File: src/nearest_point_search_3d_macros.svh
// Assertion macros shared by the nearest point search blocks.
// Each macro expects clk_i and rst_ni to be visible in the including module.
`ifndef NEAREST_POINT_SEARCH_3D_MACROS_SVH
`define NEAREST_POINT_SEARCH_3D_MACROS_SVH

// Same-cycle implication, checked outside reset.
`define NPS_ASSERT_IMPL(name, pre, post, msg) \
  name: assert property (@(posedge clk_i) disable iff (!rst_ni) (pre) |-> (post)) \
    else $error(msg);

// Next-cycle implication, checked outside reset.
`define NPS_ASSERT_NEXT(name, pre, post, msg) \
  name: assert property (@(posedge clk_i) disable iff (!rst_ni) (pre) |=> (post)) \
    else $error(msg);

`endif

File: src/nps_pkg.sv
// Package for the nearest point search block: sizes, codes, beat payloads
// and the command and status bundles between controller and datapath.
`timescale 1ns / 1ps

package nps_pkg;

  localparam int LOG_DEPTH = 1024;
  localparam int ADDR_W    = $clog2(LOG_DEPTH);
  localparam int CNT_W     = $clog2(LOG_DEPTH + 1);

  localparam int COORD_W   = 28;
  localparam int ID_W      = 20;
  localparam int HEAD_W    = 16;
  localparam int ACT_W     = 2;
  localparam int STATUS_W  = 3;
  localparam int IDX_OUT_W = 10;

  // Absolute difference, square and sum of three squares.
  localparam int DIFF_W    = COORD_W + 1;
  localparam int SQ_W      = 2 * COORD_W + 1;
  localparam int SUM_W     = SQ_W + 1;

  typedef enum logic [ACT_W-1:0] {
    ACT_LOAD  = 2'd0,
    ACT_QUERY = 2'd1,
    ACT_CLEAR = 2'd2
  } action_e;

  typedef enum logic [STATUS_W-1:0] {
    STS_LOADED  = 3'd0,
    STS_FULL    = 3'd1,
    STS_MATCH   = 3'd2,
    STS_EMPTY   = 3'd3,
    STS_CLEARED = 3'd4
  } status_e;

  typedef enum logic [2:0] {
    ST_IDLE,
    ST_DISPATCH,
    ST_SCAN,
    ST_DRAIN,
    ST_FINISH
  } state_e;

  typedef struct packed {
    logic        [ACT_W-1:0]  action;
    logic        [ID_W-1:0]   wp_tag;
    logic signed [COORD_W-1:0] pos_x;
    logic signed [COORD_W-1:0] pos_y;
    logic signed [COORD_W-1:0] pos_z;
    logic        [HEAD_W-1:0] heading;
  } in_beat_t;

  typedef struct packed {
    logic        [STATUS_W-1:0]  status;
    logic        [ID_W-1:0]      result_id;
    logic signed [COORD_W-1:0]   match_x;
    logic signed [COORD_W-1:0]   match_y;
    logic signed [COORD_W-1:0]   match_z;
    logic        [HEAD_W-1:0]    match_heading;
    logic        [IDX_OUT_W-1:0] match_index;
  } out_beat_t;

  typedef struct packed {
    logic capture;
    logic scan_start;
    logic scan_issue;
    logic fetch;
    logic out_load;
  } nps_cmd_t;

  typedef struct packed {
    logic [ACT_W-1:0] act;
    logic             empty;
    logic             last_addr;
    logic             pipe_empty;
  } nps_sts_t;

endpackage

File: src/nps_ctrl.sv
// Controller: sequences capture, scan, drain, best fetch and result load,
// and owns both handshakes. Depends on nps_pkg and the macro header.
`timescale 1ns / 1ps
`include "nearest_point_search_3d_macros.svh"

module nps_ctrl import nps_pkg::*; (
  input  logic     clk_i,
  input  logic     rst_ni,
  input  logic     in_valid_i,
  output logic     in_ready_o,
  output logic     out_valid_o,
  input  logic     out_ready_i,
  input  nps_sts_t sts_i,
  output nps_cmd_t cmd_o
);

  state_e state_q, state_d;
  logic   out_valid_q, out_valid_d;
  logic   out_free;

  // The result register can be refilled in the cycle its beat leaves.
  assign out_free    = !out_valid_q || out_ready_i;
  assign in_ready_o  = (state_q == ST_IDLE);
  assign out_valid_o = out_valid_q;

  always_ff @(posedge clk_i or negedge rst_ni) begin
    if (!rst_ni) begin
      state_q     <= ST_IDLE;
      out_valid_q <= 1'b0;
    end else begin
      state_q     <= state_d;
      out_valid_q <= out_valid_d;
    end
  end

  always_comb begin
    state_d = state_q;
    cmd_o   = '0;
    case (state_q)
      ST_IDLE: begin
        if (in_valid_i) begin
          cmd_o.capture = 1'b1;
          state_d       = ST_DISPATCH;
        end
      end
      ST_DISPATCH: begin
        case (action_e'(sts_i.act))
          ACT_LOAD, ACT_CLEAR: begin
            state_d = ST_FINISH;
          end
          ACT_QUERY: begin
            if (sts_i.empty) begin
              state_d = ST_FINISH;
            end else begin
              cmd_o.scan_start = 1'b1;
              state_d          = ST_SCAN;
            end
          end
          default: begin
            state_d = ST_IDLE;
          end
        endcase
      end
      ST_SCAN: begin
        cmd_o.scan_issue = 1'b1;
        if (sts_i.last_addr) begin
          state_d = ST_DRAIN;
        end
      end
      ST_DRAIN: begin
        // Once the last compare has landed, read back the winning entry.
        if (sts_i.pipe_empty) begin
          cmd_o.fetch = 1'b1;
          state_d     = ST_FINISH;
        end
      end
      ST_FINISH: begin
        if (out_free) begin
          cmd_o.out_load = 1'b1;
          state_d        = ST_IDLE;
        end
      end
      default: begin
        state_d = ST_IDLE;
      end
    endcase
  end

  always_comb begin
    out_valid_d = out_valid_q;
    if (out_valid_q && out_ready_i) begin
      out_valid_d = 1'b0;
    end
    if (cmd_o.out_load) begin
      out_valid_d = 1'b1;
    end
  end

  `NPS_ASSERT_IMPL(a_scan_needs_points, state_q == ST_SCAN, !sts_i.empty, "scan running on an empty table")
  `NPS_ASSERT_NEXT(a_finish_waits, state_q == ST_FINISH && out_valid_q && !out_ready_i, state_q == ST_FINISH, "result overwritten before its beat left")
  `NPS_ASSERT_NEXT(a_load_raises_valid, cmd_o.out_load, out_valid_q, "result loaded but not offered")

endmodule

File: config.mk
export PLATFORM = sky130hd
export DESIGN_NAME = nps_ctrl
export DESIGN_NICKNAME = d
export VERILOG_FILES = /design/src/nps_pkg.sv /design/src/nps_ctrl.sv
export VERILOG_INCLUDE_DIRS = /design/src /design/src/src
export SDC_FILE = /design/constraint.sdc
export NUM_CORES = 1
export LEC_CHECK = 0
export CAP_MARGIN = 15
export CORE_AREA = 5 5 42 44
export CTS_CLUSTER_DIAMETER = 50
export DETAILED_ROUTE_END_ITERATION = 8
export DIE_AREA = 0 0 47 49
export DONT_BUFFER_PORTS = 1
export PLACE_DENSITY = 0.41
export SYNTH_ARGS = -nofsm -noshare
export SYNTH_HDL_FRONTEND = slang
export SYNTH_SLANG_ARGS = --single-unit
File: constraint.sdc
create_clock -name clk_i -period 3 [get_ports clk_i]
set_clock_uncertainty 0.05 [all_clocks]
set_input_delay 0.15 -clock clk_i [delete_from_list [all_inputs] [get_ports clk_i]]
set_output_delay 0.15 -clock clk_i [all_outputs]
set_load 0.05 [all_outputs]
Yosys cells after proc, flatten, opt, wreduce, memory -nomap -nowiden
Index checks and enable logic that the tools add are counted.
{"block": "classes", "n_eq_ne": 10, "mux": 19, "n_reduce_logical": 8}
{"cell": "3-bit two-way mux", "count": 5}
{"cell": "3-bit case mux with 5 select lines", "count": 1}
{"cell": "1-bit two-way mux", "count": 12}
{"cell": "2-bit != test (second input constant)", "count": 4}
{"cell": "3-bit by 2-bit == test with 1-bit output (second input constant)", "count": 2}
{"cell": "3-bit case mux with 2 select lines", "count": 1}
{"cell": "4-bit AND reduction", "count": 1}
{"cell": "3-bit by 1-bit == test with 1-bit output (second input constant)", "count": 1}
{"cell": "3-bit == test (second input constant)", "count": 1}
{"cell": "3-bit zero test", "count": 1}
{"cell": "2-bit by 1-bit == test with 1-bit output (second input constant)", "count": 1}
{"cell": "2-bit == test (second input constant)", "count": 1}
{"cell": "2-bit zero test", "count": 1}
{"cell": "2-bit nonzero test", "count": 1}
{"cell": "2-bit OR reduction", "count": 1}
{"cell": "1-bit logical AND", "count": 1}
{"cell": "1-bit zero test", "count": 1}
{"cell": "1-bit logical OR", "count": 1}
{"block": "totals", "regBits": 4, "input_bits": 9, "output_inout_bits": 7, "wordCells": 39}

Depth between registers and ports, before layout
Gate-level depths: netlist of the first run.
{"block": "logic_depth", "depth_word": 5, "mapped_depth": 3, "depth_no_buf": 3}

Least setup slack after synthesis of the first run
No wires, ideal clock.
{"block": "synth_path", "path_type": "register -> register", "from": "register state_q[2]", "to": "register state_q[0]", "setup_ns": 0.078, "arrival_ns": 2.312, "path_slack_ns": 0.560, "path_stages_with_launch": 4, "path_cell_list": "dfrtp_1 -> nor3_1 -> and2_1 -> o21bai_1"}
{"block": "synth_between", "elab_chain_len": 3, "word_cells_on_any_way": 11, "cone_classes": "8 x eq/ne; 1 x mux; 2 x reduce/logical"}
{"element": "start, declared", "line": "nps_ctrl.sv:17", "source": "state_e state_q, state_d;"}
{"element": "start signal, assigned", "line": "nps_ctrl.sv:31", "source": "state_q <= state_d;"}
{"element": "3-bit zero test (*)"}
{"element": "net in_ready_o", "line": "nps_ctrl.sv:10", "source": "output logic in_ready_o,"}
{"element": "2-bit != test (no line)"}
{"element": "4-bit AND reduction (no line)"}
The timed path passes the listed nets; every way through them passes the cells marked *.
A chain may end at the register's enable or synchronous reset.

==> results of run 1 <==
layout by cell type (no fill, tap or decap), drive strengths merged:
cell and instances:
o21ai 2, buf 1, nor2 3, and3 1
nand2b 3, and2 1, inv 2, nor4b 1
o21bai 1, dfrtp 4, clkbuf 3, dlygate4sd3 1
or2 1, a21oi 2, nand2 3, nor3 1
o22ai 1, nor2b 1
through the flow:
step | utilization | hold slack [ns] | total power (uW) | worst slack (ns)
floorplan | - | -0.196 | 300 | 0.560
global placement | 0.197 | -0.195 | 334 | 1.36
detailed placement | 0.197 | -0.195 | 337 | 1.38
CTS | 0.221 | 0.0625 | 408 | 1.18
global route | 0.221 | 0.0569 | 427 | 1.11
finish | 0.221 | 0.0712 | 400 | 1.20
final cells by class:
| class | instances | area (sq um) |
|---|---|---|
| inverters | 2 | 7.51 |
| multi-input cells | 21 | 141 |
| repair buffers | 2 | 17.5 |
| well taps | 16 | 20.0 |
| clock buffers | 3 | 22.5 |
| fillers | 161 | 1090 |
| flip-flops and latches | 4 | 100 |
state kept, by name, summed over array words and instances (netlist names):
| register | cells |
|---|---|
| out_valid_o | 1 |
| state_q | 3 |
power breakdown:
| group | total [uW] | leakage (uW) | switching (uW) | internal, uW |
|---|---|---|---|---|
| Combinational | 213 | 0.0000738 | 148 | 64.7 |
| Sequential | 123 | 0.0000527 | 47.4 | 75.2 |
| Clock | 64.8 | 0.0000138 | 20.2 | 44.6 |
cell families (layout without fill, tap and decap cells):
logic type / count (synthesis) / count (layout) / share of synthesized area
AO/OA/AOI/OAI: 6 / 6 / 0.134
buffers and inverters: 3 / 7 / 0.0597
flip-flops: 4 / 4 / 0.398
AND/OR/NAND/NOR: 15 / 15 / 0.408
timing repair:
item | CTS | global route
hold buffers | 1 | 0
resized for setup | 0 | 0
hold endpoints to repair | 4 | 0
routing by layer:
| metal | GRT usage | vias to the layer above |
|---|---|---|
| li1 | - | 100 |
| met5 | 0 | - |
| met2 | 0.0656 | 16 |
| met4 | 0.0276 | 0 |
| met1 | 0.0578 | 87 |
| met3 | 0.0590 | 0 |
path summary, 6_finish.rpt:
path / start / to / slack, ns / cells after the start
max reg2reg: state_q[2] / state_q[0] / 1.36 / 4
min in group asynchronous: rst_ni / out_valid_o / 0.14 / 1
max: state_q[2] / cmd_o[1] / 1.20 / 2
min: sts_i[1] / state_q[0] / 0.07 / 2
min reg2reg: state_q[2] / out_valid_o / 0.59 / 2
max in group asynchronous: rst_ni / state_q[1] / 2.59 / 1
worst register-to-register path, cell delays in order, from the launching register on:
cell	delay, ns
dfrtp_1	0.43
nor3_2	0.19
buf_4	0.22
and2_1	0.48
o21bai_1	0.18
==> out/qor.yml, run 1 <==
synth:
  synth-edff-count: 0
  yosysTopAreaCell: "dfrtp_1"
  syn_area_sq_um: 251
  synthCells: 28
  synth_top_area_share: 0.398
  synth_cell_types: 16
  avgSynthCellArea_sq_um: 8.98
  synth-seq-cells: 4
  synthFlopType: "dfrtp_1"
  synth.net_count: 37
  synthArstFlopShare: 1.00
  ys_seq_area_frac: 0.398
  synth_area_leaders: "dfrtp_1 (40%), nor4b_4 (9.5%), nand2b_1 (7.5%)"
  yosysMostFrequentCell: "dfrtp_1"
  synth_commonest_cells: "dfrtp_1 (4), nand2_1 (3), nand2b_1 (3), nor2_1 (3)"
  yosysWarnings: 0
power:
  power_density_nw_per_um2: 1300
  p_leak_uw: 0.000140
  peakVddDrop_uv: 501
place:
  io_buffers: 0
  gp_congestion: 0.655
  place_area_sq_um: 277
  dp.cells: 44
  dpl.hpwl_um: 487
cts:
  max-clock-path-buffers: 2
  cts_tree: "done"
  insertion_delay_ns: 0.23
  cts_buffers: 3
  htreeDepth: 1
  clock_sinks: 4
  clk_pin_slew_ns: 0.04
  cts_root_buf: "clkbuf_4"
  post_cts_buffers: 0
route:
  viasPerCell: 4.23
  top_layer: "met3"
  routed_wl_um: 560
  num_vias: 203
  drt-met1-wl_um: 227
  firstDrtPassIters: 4
  initialDrtViolationCount: 3
  drc: 0
  drtAntennaViolNets: 0
  dr_wl_met2_um: 237
  wire_per_inst_um: 11.7
  routed-wl-met3_um: 96
final_layout:
  drive_gt1_frac: 0.219
  nets: 43
  area_delta_synth_final_pct: 22.9
  fin_cells: 48
  diodes: 0
  stdcell_area_sq_um: 309
worst_setup_path:
  crit_path_max_fanout: 5
  worstPathRequired_ns: 2.80
  cpMaxStageDelayCell: "nor2_1"
  start_kind: "register"
  critPathTopFamily: "simple AND/OR/NAND/NOR gates"
  crit_path_end_kind: "output port"
  slowest_delay_ns: 0.71
  crit_chain: "nand2b_1 -> nor2_1"
  path_class: "reg2out"
  path_buf_inv: 0
  arrival_ns: 1.60
timing:
  rsz0062_at_grt: "false"
  period_needed_ns: 1.80
  timing.setup.tns_ns: 0
  maxSlewHeadroom: 0.406
  setup_viol: 0
  final-hold-violation-count: 0
  tightest_slew_ns: 0.888
  slew_violations: 0
  fmax_mhz: 557
  timing.final.crit_share: 0.599
floorplan:
  dieHeight_um: 49
  fp.dieArea_sq_um: 2300
  num_rows: 14
  initial_utilization: 0.179
  core_sq_um: 1400
  chipWidth_um: 47
  ios: 16
grt:
  grt_antenna_before_repair: 0
  grt_pass1_wl_um: 869
  grt_pass1_vias: 228
  grt_max_degree: 8
  grt_use_total: 0.0544
  overflow: 0
min_path:
  hp-class: "in2reg"
run:
  drv_cap: 0
status:
  outcome: "complete, no violations"
(Power assumes the default switching activity.)
==> inputs of run 2 (changes only) <==
--- a/config.mk
+++ b/config.mk
@@ -6,13 +6,14 @@
 export SDC_FILE = /design/constraint.sdc
 export NUM_CORES = 1
 export LEC_CHECK = 0
+export ABC_AREA = 1
 export CAP_MARGIN = 15
 export CORE_AREA = 5 5 42 44
 export CTS_CLUSTER_DIAMETER = 50
 export DETAILED_ROUTE_END_ITERATION = 8
 export DIE_AREA = 0 0 47 49
 export DONT_BUFFER_PORTS = 1
-export PLACE_DENSITY = 0.41
+export PLACE_DENSITY = 0.44
 export SYNTH_ARGS = -nofsm -noshare
 export SYNTH_HDL_FRONTEND = slang
 export SYNTH_SLANG_ARGS = --single-unit
==> constraint.sdc (replaced) <==
create_clock -name clk_i -period 1.8 [get_ports clk_i]
set_clock_uncertainty 0.05 [all_clocks]
set_input_delay 0.09 -clock clk_i [delete_from_list [all_inputs] [get_ports clk_i]]
set_output_delay 0.09 -clock clk_i [all_outputs]
set_load 0.05 [all_outputs]
==> run 2 against run 1 <==
Count of clock-buffer cells in the layout unchanged. Hold slack got worse by 0.060 ns. Flip-flop and latch count unchanged. Clock power rose by 67%. Worst setup slack got worse by 0.81 ns. Design area increased by 33%. Routed wire length rose by 23%. Power grew 72%. Largest power group unchanged. Highest routed layer unchanged.
==> out/qor.yml, run 2 <==
timing:
  maxSlewHeadroom: 0.872  # +0.466
  tightest_slew_ns: 0.192  # -0.696 ns
  timing.final.crit_share: 0.779
  period_needed_ns: 1.40
  timing.setup.tns_ns: 0  # unchanged
  worst_hold_slack_ns: 0.0108  # -0.0604 ns
  final-hold-violation-count: 0  # unchanged
  slew_violations: 0  # unchanged
  fmax_mhz: 713
  setup_viol: 0  # unchanged
  rsz0062_at_grt: "false"
run:
  drv_cap: 0  # unchanged
min_path:
  hp-class: "in2reg"
floorplan:
  chipWidth_um: 47  # unchanged
  core_sq_um: 1400  # unchanged
  ios: 16  # unchanged
  dieHeight_um: 49  # unchanged
  num_rows: 14  # unchanged
  fp.dieArea_sq_um: 2300  # unchanged
  initial_utilization: 0.213  # +0.0330
synth:
  yosysWarnings: 0  # unchanged
  yosysMostFrequentCell: "nand2_1"
  yosysTopAreaCell: "dfrtp_1"
  synth_commonest_cells: "nand2_1 (11), inv_1 (8), nor2_1 (8)"
  synth-seq-cells: 4  # unchanged
  ys_seq_area_frac: 0.336  # -0.0619
  synth_cell_types: 13  # -3
  synthCells: 47  # +68%
  synth.net_count: 56  # +51%
  syn_area_sq_um: 298  # +18%
  synth_area_leaders: "dfrtp_1 (34%), nand2_1 (14%), inv_1 (10%)"
  avgSynthCellArea_sq_um: 6.34  # -29%
  synth_top_area_share: 0.336  # -0.0619
  synth-edff-count: 0  # unchanged
  synthArstFlopShare: 1.00  # unchanged
  synthFlopType: "dfrtp_1"
cts:
  cts_buffers: 3  # unchanged
  clk_pin_slew_ns: 0.04  # about the same
  post_cts_buffers: 0  # unchanged
  htreeDepth: 1  # unchanged
  clock_sinks: 4  # unchanged
  cts_tree: "done"
  ctsResizeCount: 0  # unchanged
  max-clock-path-buffers: 2  # unchanged
  insertion_delay_ns: 0.23  # about the same
  cts_root_buf: "clkbuf_4"
final_layout:
  drive_gt1_frac: 0.310  # +0.0916
  largest_register_ffs: 3  # unchanged
  stdcell_area_sq_um: 410  # +33%
  fillers: 174  # +8.1%
  post-route-util: 0.293  # +0.0723
  layout_commonest_cell: "nand2_1"
  diodes: 0  # unchanged
  final_cell_mix: "nand2_1 (11), nor2_1 (8), inv_1 (8), buf_4 (7)"
  largest-register: "state_q"
  nets: 69  # +60%
  area_delta_synth_final_pct: 37.8
power:
  peakVddDrop_uv: 464  # -7.5%
  power_uw: 687  # +72%
  p_leak_uw: 0.000236  # +68%
  power_density_nw_per_um2: 1670  # +29%
route:
  routed_wl_um: 686  # +23%
  wire_per_inst_um: 9.27  # -21%
  firstDrtPassIters: 4  # unchanged
  drtAntennaViolNets: 0  # unchanged
  num_vias: 297  # +46%
  drc: 0  # unchanged
  viasPerCell: 4.01  # -5.1%
  initialDrtViolationCount: 3  # unchanged
grt:
  grt_pass1_wl_um: 1300  # +50%
  overflow: 0  # unchanged
  grt_antenna_before_repair: 0  # unchanged
  grt_use_total: 0.0763  # +0.0219
  grt_max_degree: 7  # -1
  grt_pass1_vias: 308  # +35%
place:
  dpl.hpwl_um: 598  # +23%
  gp_congestion: 0.822  # +25%
  place_area_sq_um: 368  # +33%
  io_buffers: 0  # unchanged
worst_setup_path:
  crit_chain: "inv_1 -> nand3_1 -> nor2_1 -> buf_4"
  start_kind: "register"
  path_class: "reg2out"
  worstPathRequired_ns: 1.66  # -1.14 ns
  crit_path_end_kind: "output port"
  arrival_ns: 1.26  # -0.34 ns
  crit_path_max_fanout: 6  # +1
  slowest_delay_ns: 0.43  # -0.28 ns
  critPathTopFamily: "flip-flops"
  path_buf_inv: 2  # +2
  cpMaxStageDelayCell: "dfrtp_1"
status:
  outcome: "complete, no violations"
[run 2: cell types whose count changed after synthesis, sizes merged, moves of 2 or more]
cell / previous run / this run
nand2: 3 / 12
a21oi: 2 / 0
nor2: 3 / 12
nand2b: 3 / 0
inv: 2 / 9
nand3: 0 / 4
[run 2: worst min-delay path: stages]
cell and delay, ns:
inv_1 0.03, nand2_2 0.08, nand2_1 0.05
[run 2: repair_timing]
item	4_1_cts	5_1_grt
hold endpoints to repair	5	0
hold buffers	2	0
setup endpoints to repair	0	0
[run 2: metal layers]
layer | share of wire | routed length, um | vias up | global-route usage
met5 | 0 | 0 | - | 0
met4 | 0 | 0 | 0 | 0.0553
met3 | 0.057 | 39 | 0 | 0.0148
met2 | 0.50 | 344 | 10 | 0.0973
met1 | 0.44 | 302 | 124 | 0.109
li1 | - | - | 163 | -
[run 2: kinds of logic after synthesis]
kind of cell,after synthesis,synth area share
AOI/OAI and AO/OA,4,0.0966
buffers and inverters,10,0.139
DFF,4,0.336
and+or+nand+nor,29,0.429
[run 2: layout make-up]
type | instances | area, sq um | area share
clock buffer | 3 | 22.5 | 0.0549
inverter | 9 | 33.8 | 0.0823
multi-input combinational | 33 | 161 | 0.393
sequential | 4 | 100 | 0.244
tap | 16 | 20.0 | 0.0488
timing repair buffer | 9 | 72.6 | 0.177
[run 2: report_power, final]
part | switching (uW) | internal, uW | total [uW]
clock | 34.1 | 74.4 | 108
combinational | 294 | 125 | 418
sequential | 35.9 | 124 | 160
[run 2: metrics by stage]
| stage | worst slack, ns | instances |
|---|---|---|
| floorplan | 0.153 | 47 |
| finish | 0.397 | 74 |
| CTS | 0.380 | 74 |
| detailed placement | 0.634 | 69 |
| global route | 0.280 | 74 |
| global placement | 0.603 | 69 |
[run 2: worst paths after layout]
| check | startpoint | endpoint | slack [ns] | depth (start not counted) |
|---|---|---|---|---|
| worst max-delay path | state_q[1] | cmd_o[3] | 0.40 | 4 |
| worst min-delay path | sts_i[0] | state_q[0] | 0.01 | 3 |
| worst max register to register | state_q[1] | state_q[2] | 0.64 | 6 |
| worst min register to register | out_valid_o | out_valid_o | 0.50 | 2 |
| max in group asynchronous | rst_ni | out_valid_o | 1.44 | 1 |
| min in group asynchronous | rst_ni | state_q[1] | 0.08 | 1 |
==> inputs of run 3 (changes only) <==
--- a/config.mk
+++ b/config.mk
@@ -6,14 +6,14 @@
 export SDC_FILE = /design/constraint.sdc
 export NUM_CORES = 1
 export LEC_CHECK = 0
-export ABC_AREA = 1
+export ABC_AREA = 0
 export CAP_MARGIN = 15
 export CORE_AREA = 5 5 42 44
 export CTS_CLUSTER_DIAMETER = 50
 export DETAILED_ROUTE_END_ITERATION = 8
 export DIE_AREA = 0 0 47 49
 export DONT_BUFFER_PORTS = 1
-export PLACE_DENSITY = 0.44
+export PLACE_DENSITY = 0.42
 export SYNTH_ARGS = -nofsm -noshare
 export SYNTH_HDL_FRONTEND = slang
 export SYNTH_SLANG_ARGS = --single-unit
==> constraint.sdc (replaced) <==
create_clock -name clk_i -period 1.12 [get_ports clk_i]
set_clock_uncertainty 0.05 [all_clocks]
set_input_delay 0.056 -clock clk_i [delete_from_list [all_inputs] [get_ports clk_i]]
set_output_delay 0.056 -clock clk_i [all_outputs]
set_load 0.05 [all_outputs]
==> run 3 against run 2 <==
The flow now finishes with violations (hold timing, setup timing). Critical path type unchanged. Clock power grew 89%. Non-clock buffer count increased by 9. Cell count is 12% lower. Power increased to 2.6 times the previous value. Utilization is 11 points higher. Via count is 8.4% lower. Design area rose by 39%. Critical endpoint unchanged. Largest power group unchanged. Count of clock-buffer cells in the layout increased by 1. Register-to-register slack worse by 0.84 ns. Sequential share of layout area down 6.1 points. Largest cell class unchanged.
==> out/qor.yml, run 3 (same netlist as run 1, synthesis figures left out) <==
place:
  dpl.hpwl_um: 553  # -7.5%
  io_buffers: 0  # unchanged
  gp_congestion: 0.728  # -11%
  dp.cells: 52  # -25%
cts:
  insertion_delay_ns: 0.24  # about the same
  clk_pin_slew_ns: 0.04  # about the same
  htreeDepth: 1  # unchanged
  cts_root_buf: "clkbuf_4"
  cts_buffers: 3  # unchanged
  cts_tree: "done"
  max-clock-path-buffers: 2  # unchanged
  clock_sinks: 4  # unchanged
route:
  initialDrtViolationCount: 0  # -3
  viasPerCell: 4.18  # +4.3%
  num_vias: 272  # -8.4%
  drtAntennaViolNets: 0  # unchanged
  drc: 0  # unchanged
  firstDrtPassIters: 1  # -3
  wire_per_inst_um: 13.3  # +44%
  routed_wl_um: 865  # +26%
worst_setup_path:
  arrival_ns: 1.28  # +0.02 ns
  start_kind: "register"
  path_class: "reg2out"
  crit_path_max_fanout: 4  # -2
  crit_path_end_kind: "output port"
  worstPathRequired_ns: 1.01  # -0.65 ns
min_path:
  hp-class: "in2reg"
power:
  power.switching_uw: 793  # +120%
  p_leak_uw: 0.000251  # +6.1%
  power_density_nw_per_um2: 3100  # +85%
  p_int_uw: 971  # +200%
  p_sw_frac: 0.449  # -0.0797
  peakVddDrop_uv: 985  # +110%
  seq_power_share: 0.172  # -0.061
  clockPowerShare: 0.116  # -0.042
  p_comb_frac: 0.712  # +0.103
floorplan:
  ios: 16  # unchanged
  dieHeight_um: 49  # unchanged
  chipWidth_um: 47  # unchanged
  num_rows: 14  # unchanged
  core_sq_um: 1400  # unchanged
  fp.dieArea_sq_um: 2300  # unchanged
  initial_utilization: 0.179  # -0.0330
timing:
  final-hold-violation-count: 2  # +2
  maxSlewHeadroom: 0.846  # -0.0253
  timing.final.crit_share: 1.24
  tightest_slew_ns: 0.230  # +0.0377 ns
  setup_viol: 8  # +8
  slew_violations: 0  # unchanged
  period_needed_ns: 1.38
  worst_hold_slack_ns: -0.0194  # -0.0302 ns
  rsz0062_at_grt: "true"
  fmax_mhz: 722
  worst_slack_ns: -0.265  # -0.662 ns
final_layout:
  fillers: 144  # -17%
  area_delta_synth_final_pct: 126
  fin_cells: 65  # -12%
  final_cell_mix: "buf_6 (9), dlygate4sd3_1 (4), clkbuf_4 (3), dfrtp_2 (3), buf_4 (3)"
  drive_gt1_frac: 0.653  # +0.343
  largest_register_ffs: 3  # unchanged
  post-route-util: 0.406  # +0.113
  layout_commonest_cell: "buf_6"
  diodes: 0  # unchanged
  nets: 59  # -14%
  largest-register: "state_q"
grt:
  grt_max_degree: 6  # -1
  grt_use_total: 0.0889  # +0.0125
  grt_antenna_before_repair: 0  # unchanged
  grt_pass1_wl_um: 1410  # +7.9%
  overflow: 0  # unchanged
  grt_pass1_vias: 322  # +4.5%
run:
  drv_cap: 0  # unchanged
status:
  violations: "hold timing, setup timing"
  outcome: "finished with violations"
## run 3: cell types whose count changed in the layout (fill, tap and decap cells not counted), moves of 3 or more
cell     previous run  this run
nand3_1             4         0
buf_4               7         3
buf_6               0         9
dfrtp_2             0         3
nor2_1              8         1
nand2_1            11         2
nor2_2              4         0
dfrtp_1             4         1
inv_1               8         2
## run 3: worst max-delay path: stages (launching register included)
cell and delay [ns]:
dfrtp_2 0.44, nand2b_4 0.16, nor4b_4 0.24, buf_6 0.20
## run 3: metal layers
layer	vias to the layer above	GRT usage	wire length (um)
met5	-	0	0
met4	0	0.0829	8
met3	2	0.0295	40
met2	8	0.143	512
met1	127	0.0817	304
li1	135	-	-
## run 3: cell type report
cell class / instances / area (sq um) / share of cell area
tap: 16 / 20.0 / 0.0352
inverter: 2 / 7.51 / 0.0132
multi-input combinational: 21 / 208 / 0.365
sequential: 4 / 104 / 0.182
clock buffer: 4 / 26.3 / 0.0462
timing repair buffer: 18 / 204 / 0.358
## run 3: what timing repair did
item                                    CTS  global route
hold buffers                              2             2
endpoints found under the hold margin     6             2
endpoints found under the setup margin    7             9
buffers inserted                          5             0
pin swaps                                 2             1
resized for setup                        16             7
## run 3: power by group through the flow
stage	Combinational, uW	Clock (uW)	Sequential, uW
after floorplan	551	0	329
after global placement	891	0	285
after detailed placement	899	0	291
after CTS	1160	203	294
after global routing	1320	225	309
final	1260	204	304
## run 3: final timing paths
check	start	endpoint	slack, ns	cells after the start
worst max-delay path	state_q[1]	cmd_o[3]	-0.26	3
worst min-delay path	sts_i[0]	state_q[2]	-0.02	2
worst max register to register	state_q[1]	state_q[1]	-0.20	6
worst min register to register	out_valid_o	out_valid_o	0.49	2
max in group asynchronous	rst_ni	state_q[1]	0.75	1
min in group asynchronous	rst_ni	state_q[2]	0.06	1
## run 3: metrics by stage
step	total power [uW]	instance area, sq um	TNS [ns]	worst slack, ns
3_5_place_dp	1190	379	-0.0686	-0.0521
6_report	1760	569	-1.40	-0.265
4_1_cts	1650	522	-1.26	-0.255
5_1_grt	1850	569	-1.80	-0.320
3_3_place_gp	1180	379	-0.0198	-0.0198
2_1_floorplan	880	274	-1.84	-0.400
